[src/hdl/bsc_pkg.sv]
// Shared types and constants for the box/sphere collision test.
// No dependencies; imported by box_sphere_collision_test and bsc_axis.
`timescale 1ns / 1ps

package bsc_pkg;

    localparam int FIELD_W         = 48;   // packed x,y,z corner or centre
    localparam int RAD_W           = 15;   // sphere radius
    localparam int RSUM_W          = RAD_W + 1;
    localparam int RSQ_W           = 2 * RSUM_W;
    localparam int COORD_WIDTH_DEF = 16;

    // Pair kind; first name is the first shape, second name the second shape.
    typedef enum logic [1:0] {
        MODE_BOX_BOX = 2'd0,
        MODE_BOX_SPH = 2'd1,
        MODE_SPH_BOX = 2'd2,
        MODE_SPH_SPH = 2'd3
    } t_mode;

    // Per-stage load strobes for the axis lanes.
    typedef struct packed {
        logic s1;
        logic s2;
        logic s3;
    } t_adv;

endpackage

[src/hdl/bsc_axis.sv]
// One coordinate axis of the collision test: difference, clamp and square.
// Depends on bsc_pkg; instantiated three times by box_sphere_collision_test.
`timescale 1ns / 1ps

module bsc_axis
    import bsc_pkg::*;
#(
    parameter int COORD_WIDTH = COORD_WIDTH_DEF
) (
    input  logic                          i_clk,
    input  t_adv                          i_load,
    input  t_mode                         i_mode_in,
    input  t_mode                         i_mode_s1,
    input  logic signed [COORD_WIDTH-1:0] i_first_lo,
    input  logic signed [COORD_WIDTH-1:0] i_first_hi,
    input  logic signed [COORD_WIDTH-1:0] i_second_lo,
    input  logic signed [COORD_WIDTH-1:0] i_second_hi,
    output logic                          o_ovl,
    output logic [2*COORD_WIDTH-1:0]      o_sq
);

    localparam int DW = COORD_WIDTH + 1;

    logic signed [COORD_WIDTH-1:0] lo, hi, ctr;
    logic signed [DW-1:0]          n_a, n_b, r_a, r_b;
    logic signed [DW-1:0]          mn, n_d, r_d;
    logic signed [2*DW-1:0]        n_prod;
    logic                          n_ovl, r_ovl;
    logic [2*COORD_WIDTH-1:0]      r_sq;

    // Stage 1: pick box and centre, take both offsets to the centre and test box overlap.
    always_comb begin
        if (i_mode_in == MODE_SPH_BOX) begin
            lo  = i_second_lo;
            hi  = i_second_hi;
            ctr = i_first_lo;
        end else begin
            lo  = i_first_lo;
            hi  = i_first_hi;
            ctr = i_second_lo;
        end
        n_a   = DW'(lo) - DW'(ctr);
        n_b   = DW'(hi) - DW'(ctr);
        n_ovl = (i_first_lo <= i_second_hi) && (i_first_hi >= i_second_lo);
    end

    // Stage 2: for box/sphere pairs the clamp offset is max(lo - c, min(0, hi - c)); else lo - c.
    always_comb begin
        mn = r_b[DW-1] ? r_b : '0;
        if (i_mode_s1 == MODE_BOX_SPH || i_mode_s1 == MODE_SPH_BOX) begin
            n_d = (r_a > mn) ? r_a : mn;
        end else begin
            n_d = r_a;
        end
    end

    // Stage 3: square.
    assign n_prod = r_d * r_d;

    always_ff @(posedge i_clk) begin
        if (i_load.s1) begin
            r_a   <= n_a;
            r_b   <= n_b;
            r_ovl <= n_ovl;
        end
        if (i_load.s2) begin
            r_d <= n_d;
        end
        if (i_load.s3) begin
            r_sq <= n_prod[2*COORD_WIDTH-1:0];
        end
    end

    assign o_ovl = r_ovl;
    assign o_sq  = r_sq;

endmodule

[config.mk]
export PLATFORM = sky130hd
export DESIGN_NAME = bsc_axis
export DESIGN_NICKNAME = d
export VERILOG_FILES = /design/src/hdl/bsc_pkg.sv /design/src/hdl/bsc_axis.sv
export SDC_FILE = /design/constraint.sdc
export NUM_CORES = 1
export LEC_CHECK = 0
export ABC_AREA = 1
export BUFFER_PORTS_ARGS = -buffer_cell sky130_fd_sc_hd__buf_4
export CAP_MARGIN = 20
export CELL_PAD_IN_SITES_DETAIL_PLACEMENT = 1
export CELL_PAD_IN_SITES_GLOBAL_PLACEMENT = 1
export CORE_ASPECT_RATIO = 0.7
export CORE_MARGIN = 5
export CORE_UTILIZATION = 43
export CTS_CLUSTER_SIZE = 10
export DETAILED_ROUTE_END_ITERATION = 7
export GPL_TIMING_DRIVEN = 0
export MAX_ROUTING_LAYER = met4
export PLACE_DENSITY = 0.79
export SLEW_MARGIN = 20
export SYNTH_ARGS = -nofsm -noshare
export SYNTH_HDL_FRONTEND = slang
export SYNTH_SLANG_ARGS = --single-unit
[constraint.sdc]
create_clock -name i_clk -period 5.3 [get_ports i_clk]
set_input_delay 0.53 -clock i_clk [delete_from_list [all_inputs] [get_ports i_clk]]
set_output_delay 0.53 -clock i_clk [all_outputs]
set_load 0.1 [all_outputs]
After elaboration in Yosys (flattened, before gate mapping)
Cells that the tools add are included.
Widths: inputs -> output; s select.
- logic and storage cells: 22
- output and inout port bits: 33
- input port bits: 72
- register bits: 84
- equality and inequality tests: 3
- multiplexer cells: 6
- reduce and logical (&&, ||, !) cells: 2
- order comparisons: 3
- add/sub/neg operators: 2
- multiply operators: 1
- operator list (kind ; number):
    $mux 17 ; 3
    $mux 16 ; 3
    $sub 16x16->17 ; 2
    $mul 17x17->32 ; 1
    $gt 17x17->1 ; 1
    $ge 16x16->1 ; 1
    $le 16x16->1 ; 1
    $eq 2x2->1 const B ; 2
    $eq 2x1->1 const B ; 1
    $logic_and 1x1->1 ; 1
    $logic_or 1x1->1 ; 1

Depth between registers and ports, before layout
Gate-level depths: netlist (run 1).
- depth after elaboration: 4
- mapped depth: 27
- depth with buffers taken out: 25

Worst setup path before layout (run 1)
OpenSTA, ideal clock, no wires.
- path type: register to register
- start: register r_d[16]
- end: register r_sq[31], in the netlist o_sq[31], data pin
- path slack: -0.355 ns
- buffers on the path: 2
- required time: 5.048 ns
- setup time: 0.252 ns
- period minus slack after synthesis: 5.655 ns
- arrival time: 5.403 ns
- cell stages (with the launch flop): 21
- path through: edfxtp_1 > clkbuf_1 > clkbuf_1 > nand2_1 > fa_1 > fa_1 > inv_1 > fa_1 > fa_1 > fa_1 > fa_1 > ha_1 > nand2_1 > nor2_1 > nand2_1 > nor3_1 > nand2_1 > nand2_1 > inv_1 > nand2_1 > nand2_1
- word-level cells in the longest chain between the ends: 1
- RTL lines (what ; RTL line ; text):
    start: declaration ; bsc_axis.sv:26 ; logic signed [DW-1:0] mn, n_d, r_d;
    start signal: assignment ; bsc_axis.sv:67 ; r_d <= n_d;
    $mul 17x17->32 ; bsc_axis.sv:58 ; assign n_prod = r_d * r_d;
    net n_prod[31] ; bsc_axis.sv:27 ; logic signed [2*DW-1:0] n_prod;
    end signal: assignment ; bsc_axis.sv:70 ; r_sq <= n_prod[2*COORD_WIDTH-1:0];
    end: declaration ; bsc_axis.sv:29 ; logic [2*COORD_WIDTH-1:0] r_sq;
The timed path passes the listed nets, and every way through them passes these cells.
A chain may end at the register's enable or synchronous reset.

Final worst setup path (run 1)
- start: register r_d[10]
- end: register r_sq[26], in the netlist o_sq[26], data pin
Same word-level chain as after synthesis.

==> results of run 1 <==
==> per-layer routing <==
layer | vias up | global-route usage (%) | share of wire [%]
li1 | 6718 | - | -
met1 | 8015 | 37.3 | 37
met2 | 993 | 47.2 | 46
met3 | 378 | 4.89 | 9.8
met4 | 0 | 8.11 | 7.2
met5 | - | - | 0
==> metrics by stage <==
stage | hold slack [ns] | util (%) | worst slack (ns) | TNS (ns)
6_report | 0.473 | 55.6 | -1.34 | -18.39
5_1_grt | 0.515 | 55.6 | -1.31 | -18.82
4_1_cts | 0.493 | 52.4 | -0.469 | -4.42
3_5_place_dp | 0.548 | 47.1 | -1.27 | -18.49
3_3_place_gp | 0.543 | 47.1 | -1.13 | -16.60
2_1_floorplan | 0.424 | - | -0.0468 | -0.0832
==> cell families after synthesis <==
family	count (synthesis)	share of synthesized area, %
AO/OA/AOI/OAI	157	5.24
XOR/XNOR	63	3.35
flip-flops	83	15.1
adder cells (fa/ha/maj)	408	42.7
AND/OR/NAND/NOR	772	19.9
other	1	0.0228
buffers and inverters	589	13.7
==> Yosys cell counts, types with 3 or more instances <==
cell / instances
a21oi_2: 3
a21oi_1: 79
o21ai_0: 48
nor3_1: 16
nor2_1: 89
or2_2: 7
a21o_1: 6
o21bai_1: 7
nand2_2: 17
ha_1: 152
nand3_1: 74
and2_1: 4
inv_1: 539
clkbuf_1: 38
nand3b_1: 17
o21ai_1: 3
xnor2_1: 16
o21ai_2: 3
nand3_2: 6
and3_1: 4
nand2_1: 517
xor2_1: 47
nand4_1: 14
fa_1: 256
edfxtp_1: 83
==> worst max path at each step <==
stage,end,cells past startpoint
after floorplan,o_sq[31],22
after global placement,o_sq[22],19
after detailed placement,o_sq[31],23
after CTS,o_sq[31],22
after global routing,o_sq[26],21
final,o_sq[26],21
==> worst max-delay path: stages, from the launching register on <==
cell       delay, ns
edfxtp_1        0.44
buf_8           0.16
clkbuf_16       0.16
nand2_2         0.08
fa_2            0.65
inv_2           0.07
fa_1            0.72
inv_1           0.15
fa_1            0.46
inv_1           0.09
fa_2            0.45
fa_1            0.43
inv_1           0.25
fa_1            0.55
inv_1           0.13
ha_4            0.24
a21oi_4         0.26
a21boi_4        0.51
o21ai_1         0.14
nand2_1         0.15
nand3_2         0.10
xor2_1          0.18
==> what timing repair did <==
action                                  CTS  global route
pin swaps                                82           142
endpoints found under the hold margin     0             0
setup buffers                            72            61
endpoints found under the setup margin   22            21
gates resized for setup                 255           223
gates cloned                              1             2
==> sequential cells by signal, summed over array words and instances, names as in the netlist <==
register / count
o_sq: 31
o_ovl: 1
r_d: 17
r_b: 17
r_a: 17
==> final cells by class <==
cell class | count | area share, %
clock buffer | 9 | 1.06
clock inverter | 7 | 0.389
inverter | 543 | 9.76
multi-input combinational | 1401 | 61.9
tap | 496 | 2.93
timing repair buffer | 239 | 9.38
sequential | 83 | 11.8
buffer | 42 | 2.79
antenna | 1 | 0.0118
==> impl_metrics.yaml, run 1 <==
grt:
  grt_pass1_vias: 16689
  antenna_found_initial: 1
  grt_max_degree: 36
  grt_pass1_wl_um: 92500
  grt.total_usage_pct: 28.8
  grt-ovfl-total: 0
critical_path:
  worstPathArrival_ns: 6.79
  crit_type: "register to register"
  r2r-start: "r_d[10]"
  worstRegToRegCells: 21
  ff2ff_setup_slack_ns: -1.34
  cp.required_ns: 5.45
  critPathCaptureType: "register"
  critPathLaunchType: "register"
  r2r-end: "o_sq[26]"
  path_max_fanout: 7
  crit_start: "r_d[10]"
clock_network:
  clk_pin_slew_ns: 0.08
  cts_tree: "done"
  cts-root-buf: "clkbuf_16"
  cts.sinks: 83
  cts_hold_buf: 0
  cts_buffer_depth: 2
  numCtsBuffers: 9
  insertion_delay_ns: 0.41
  h-tree-depth: 3
worst_hold_path:
  worst_hold_path_type: "input pin to register"
  hold_start: "i_second_lo[0]"
  hold_path_end: "r_a[0]"
  min_path_cells: 3
synthesis:
  synthesis.area_sq_mm: 0.0165
  synthDominantCellAreaShare_pct: 31.1
  syn-mean-instance-area_sq_um: 7.94
  synthTopCellsByArea: "fa_1 31%, edfxtp_1 15%, inv_1 12%, nand2_1 12%, ha_1 12%"
  ys_seq_elements: 83
  syn_inst: 2073
  yosysWarnings: 0
  synth_edf_count: 83
  synthFlopType: "edfxtp_1"
  yosys.area.top_type: "fa_1"
  synth.distinct_cells: 46
  async_reset_ff_share_pct: 0
  synth.yosys.seq_area_share_pct: 15.1
  syn_nets: 2553
sta:
  tightest_slew_ns: 1.03
  fin_ws_ns: -1.34
  finalMaxSlewViolations: 0
  timing.final.crit_period_ns: 6.64
  fin_skew_ns: 0.0259
  setup-violations-final: 21
  grt_setup_unrepaired: "true"
  max_freq_mhz: 151
  fin_crit_sh_pct: 125
  max-slew-margin-rel_pct: 31.0
  hold_viol_final: 0
floorplanning:
  die_height_um: 174
  start_util_pct: 43.2
  rows: 60
  die-area_sq_mm: 0.0424
  dieWidth_um: 244
  core_area_sq_mm: 0.0381
  pin_count: 105
cells_and_area:
  final_cell_area_sq_mm: 0.0212
  syn2layout_area_growth_pct: 28.8
  nets: 2799
  nFillCells: 4468
  multi_input_area_sq_mm: 0.0131
  final_cell_mix: "480 x inv_1, 449 x nand2_1, 233 x fa_1"
  seq_area_sq_mm: 0.00249
  final_cells: 2821
  final_layout_size_suffix_gt1_share_pct: 25.9
  layout_commonest_cell: "inv_1"
drt:
  drt-vias-per-instance: 5.71
  routed_wl_um: 74000
  wl_per_cell_um: 26.2
  drc: 0
  ant_nets: 0
  dr.pass1.iters: 5
  drtIter0Drc: 1821
  num_vias: 16104
outcome:
  violations: "negative setup slack"
  outcome: "complete, but fails checks"
placed_design:
  place_inst: 2672
  portBuffers: 103
  placed_area_sq_mm: 0.0180
  place_congestion: 0.949
  dp_hpwl_um: 43500
flow_run:
  drv_cap: 0
Power of run 1 is left out: the tool's default activity adds up to more than one toggle a clock period on the data nets, which glitch-free logic cannot reach.
==> inputs of run 2 (changes only) <==
TNS_END_PERCENT = 30   (was unset)
==> run 2 against run 1 <==
The run still ends with negative setup slack left. Via count is 9.6% lower. Sequential share of layout area is 0.78 points higher. Wire length is 24% lower. Register-to-register slack better by 0.76 ns. Final cell count is 2.6% lower. Critical path depth is 1 lower. Fmax is 13% higher. Die area stayed put. Clock-buffer cell count stayed put. Global-route usage is 1.5 points lower. Hold slack better by 0.028 ns.
==> impl_metrics.yaml, run 2 (synthesis results as in run 1) <==
sta:
  fin_ws_ns: -0.579
  fin_crit_sh_pct: 111
  tightest_slew_ns: 0.869
  max-slew-margin-rel_pct: 41.8
  finalMaxSlewViolations: 0
  fin_skew_ns: 0.00911
  max_freq_mhz: 170
  grt_setup_unrepaired: "true"
  timing.final.crit_period_ns: 5.88
  hold_viol_final: 0
  setup-violations-final: 19
floorplanning:
  rows: 60
  start_util_pct: 43.2
  pin_count: 105
  die_height_um: 174
  core_area_sq_mm: 0.0381
  dieWidth_um: 244
  die-area_sq_mm: 0.0424
grt:
  grt_max_degree: 36
  busiest_layer: "met2"
  grt-ovfl-total: 0
  grt_pass1_wl_um: 88700
  antenna_found_initial: 0
  grt_pass1_vias: 16309
  gr-usage-met1_pct: 37.4
  grt_util_met3_pct: 4.52
  grt.total_usage_pct: 27.3
  use_met2_pct: 43.8
clock_network:
  numCtsBuffers: 9
  cts-root-buf: "clkbuf_16"
  cts_buffer_depth: 2
  cts_tree: "done"
  cts.sinks: 83
  clk_pin_slew_ns: 0.07
  h-tree-depth: 3
  insertion_delay_ns: 0.37
drt:
  routed_wl_um: 56400
  num_vias: 14555
  wl_per_cell_um: 20.5
  drc: 0
  drt-vias-per-instance: 5.30
  drtIter0Drc: 1116
  dr.pass1.iters: 5
  ant_nets: 0
critical_path:
  ff2ff_setup_slack_ns: -0.58
  critPathCaptureType: "register"
  r2r-start: "r_d[16]"
  worstPathArrival_ns: 6.01
  path_max_fanout: 9
  critPathLaunchType: "register"
  crit_type: "register to register"
  cp.required_ns: 5.43
  r2r-end: "o_sq[26]"
  worstRegToRegCells: 20
cells_and_area:
  final_cell_mix: "515 x inv_1, 478 x nand2_1, 247 x fa_1"
  final_cell_area_sq_mm: 0.0199
  syn2layout_area_growth_pct: 20.8
  largest_reg_flops: 31
  layout_commonest_cell: "inv_1"
  nets: 2726
  utilization_pct: 52.1
  final_layout_size_suffix_gt1_share_pct: 19.0
  num_antenna_cells: 0
placed_design:
  place_congestion: 0.944
  dp_hpwl_um: 44100
  placed_area_sq_mm: 0.0180
  portBuffers: 103
worst_hold_path:
  hold_start: "i_second_lo[0]"
  worst_hold_path_type: "input pin to register"
  hold_path_end: "r_a[0]"
  min_path_cells: 3
outcome:
  outcome: "complete, but fails checks"
  violations: "negative setup slack"
flow_run:
  drv_cap: 0
-- run 2: critical path: stages (launching register included) --
cell and delay (ns):
edfxtp_1 0.59, clkbuf_8 0.23, buf_12 0.11, clkinv_8 0.07
or2_2 0.28, fa_1 0.48, inv_1 0.05, fa_1 0.46
fa_1 0.57, fa_1 0.44, fa_1 0.49, inv_1 0.05
fa_1 0.50, inv_2 0.05, ha_4 0.34, nand4_1 0.12
buf_4 0.18, nor3_4 0.17, nand4_1 0.21, nand3_2 0.15
xor2_1 0.07
-- run 2: metrics by stage --
step | TNS [ns] | hold slack, ns | instances | setup WS, ns
detailed placement | -20.83 | 0.544 | 2672 | -1.35
global placement | -18.25 | 0.545 | 2672 | -1.14
finish | -7.56 | 0.501 | 2747 | -0.579
floorplan | -0.328 | 0.424 | 2073 | -0.0678
CTS | -5.69 | 0.495 | 2739 | -0.550
global route | -9.64 | 0.526 | 2747 | -0.660
-- run 2: layout make-up --
type,count,area (sq um)
sequential,83,2490
inverter,543,2060
clock inverter,7,60.1
buffer,40,459
tap,496,621
multi-input combinational,1401,12700
fill,4576,18300
clock buffer,9,225
timing repair buffer,168,1320
-- run 2: how the worst max path moves through the flow --
| stage | startpoint | endpoint | slack, ns |
|---|---|---|---|
| after floorplan | r_d[4] | o_sq[31] | -0.07 |
| after global placement | r_d[2] | o_sq[21] | -1.14 |
| after detailed placement | r_d[0] | o_sq[31] | -1.35 |
| after CTS | r_d[16] | o_sq[31] | -0.55 |
| after global routing | r_d[16] | o_sq[31] | -0.66 |
| final | r_d[16] | o_sq[26] | -0.58 |
-- run 2: layer usage --
layer	routed length, um	up-vias
met1	24700	7437
met4	879	0
met5	0	-
li1	-	6563
met3	4090	79
met2	26700	476
-- run 2: repair_timing --
action,4_1_cts,5_1_grt
buffers inserted,56,8
hold buffers,0,0
pin swaps,67,40
gates cloned,2,0
resized for setup,231,63
setup endpoints to repair,22,21
Power of run 2 is left out for the same reason.
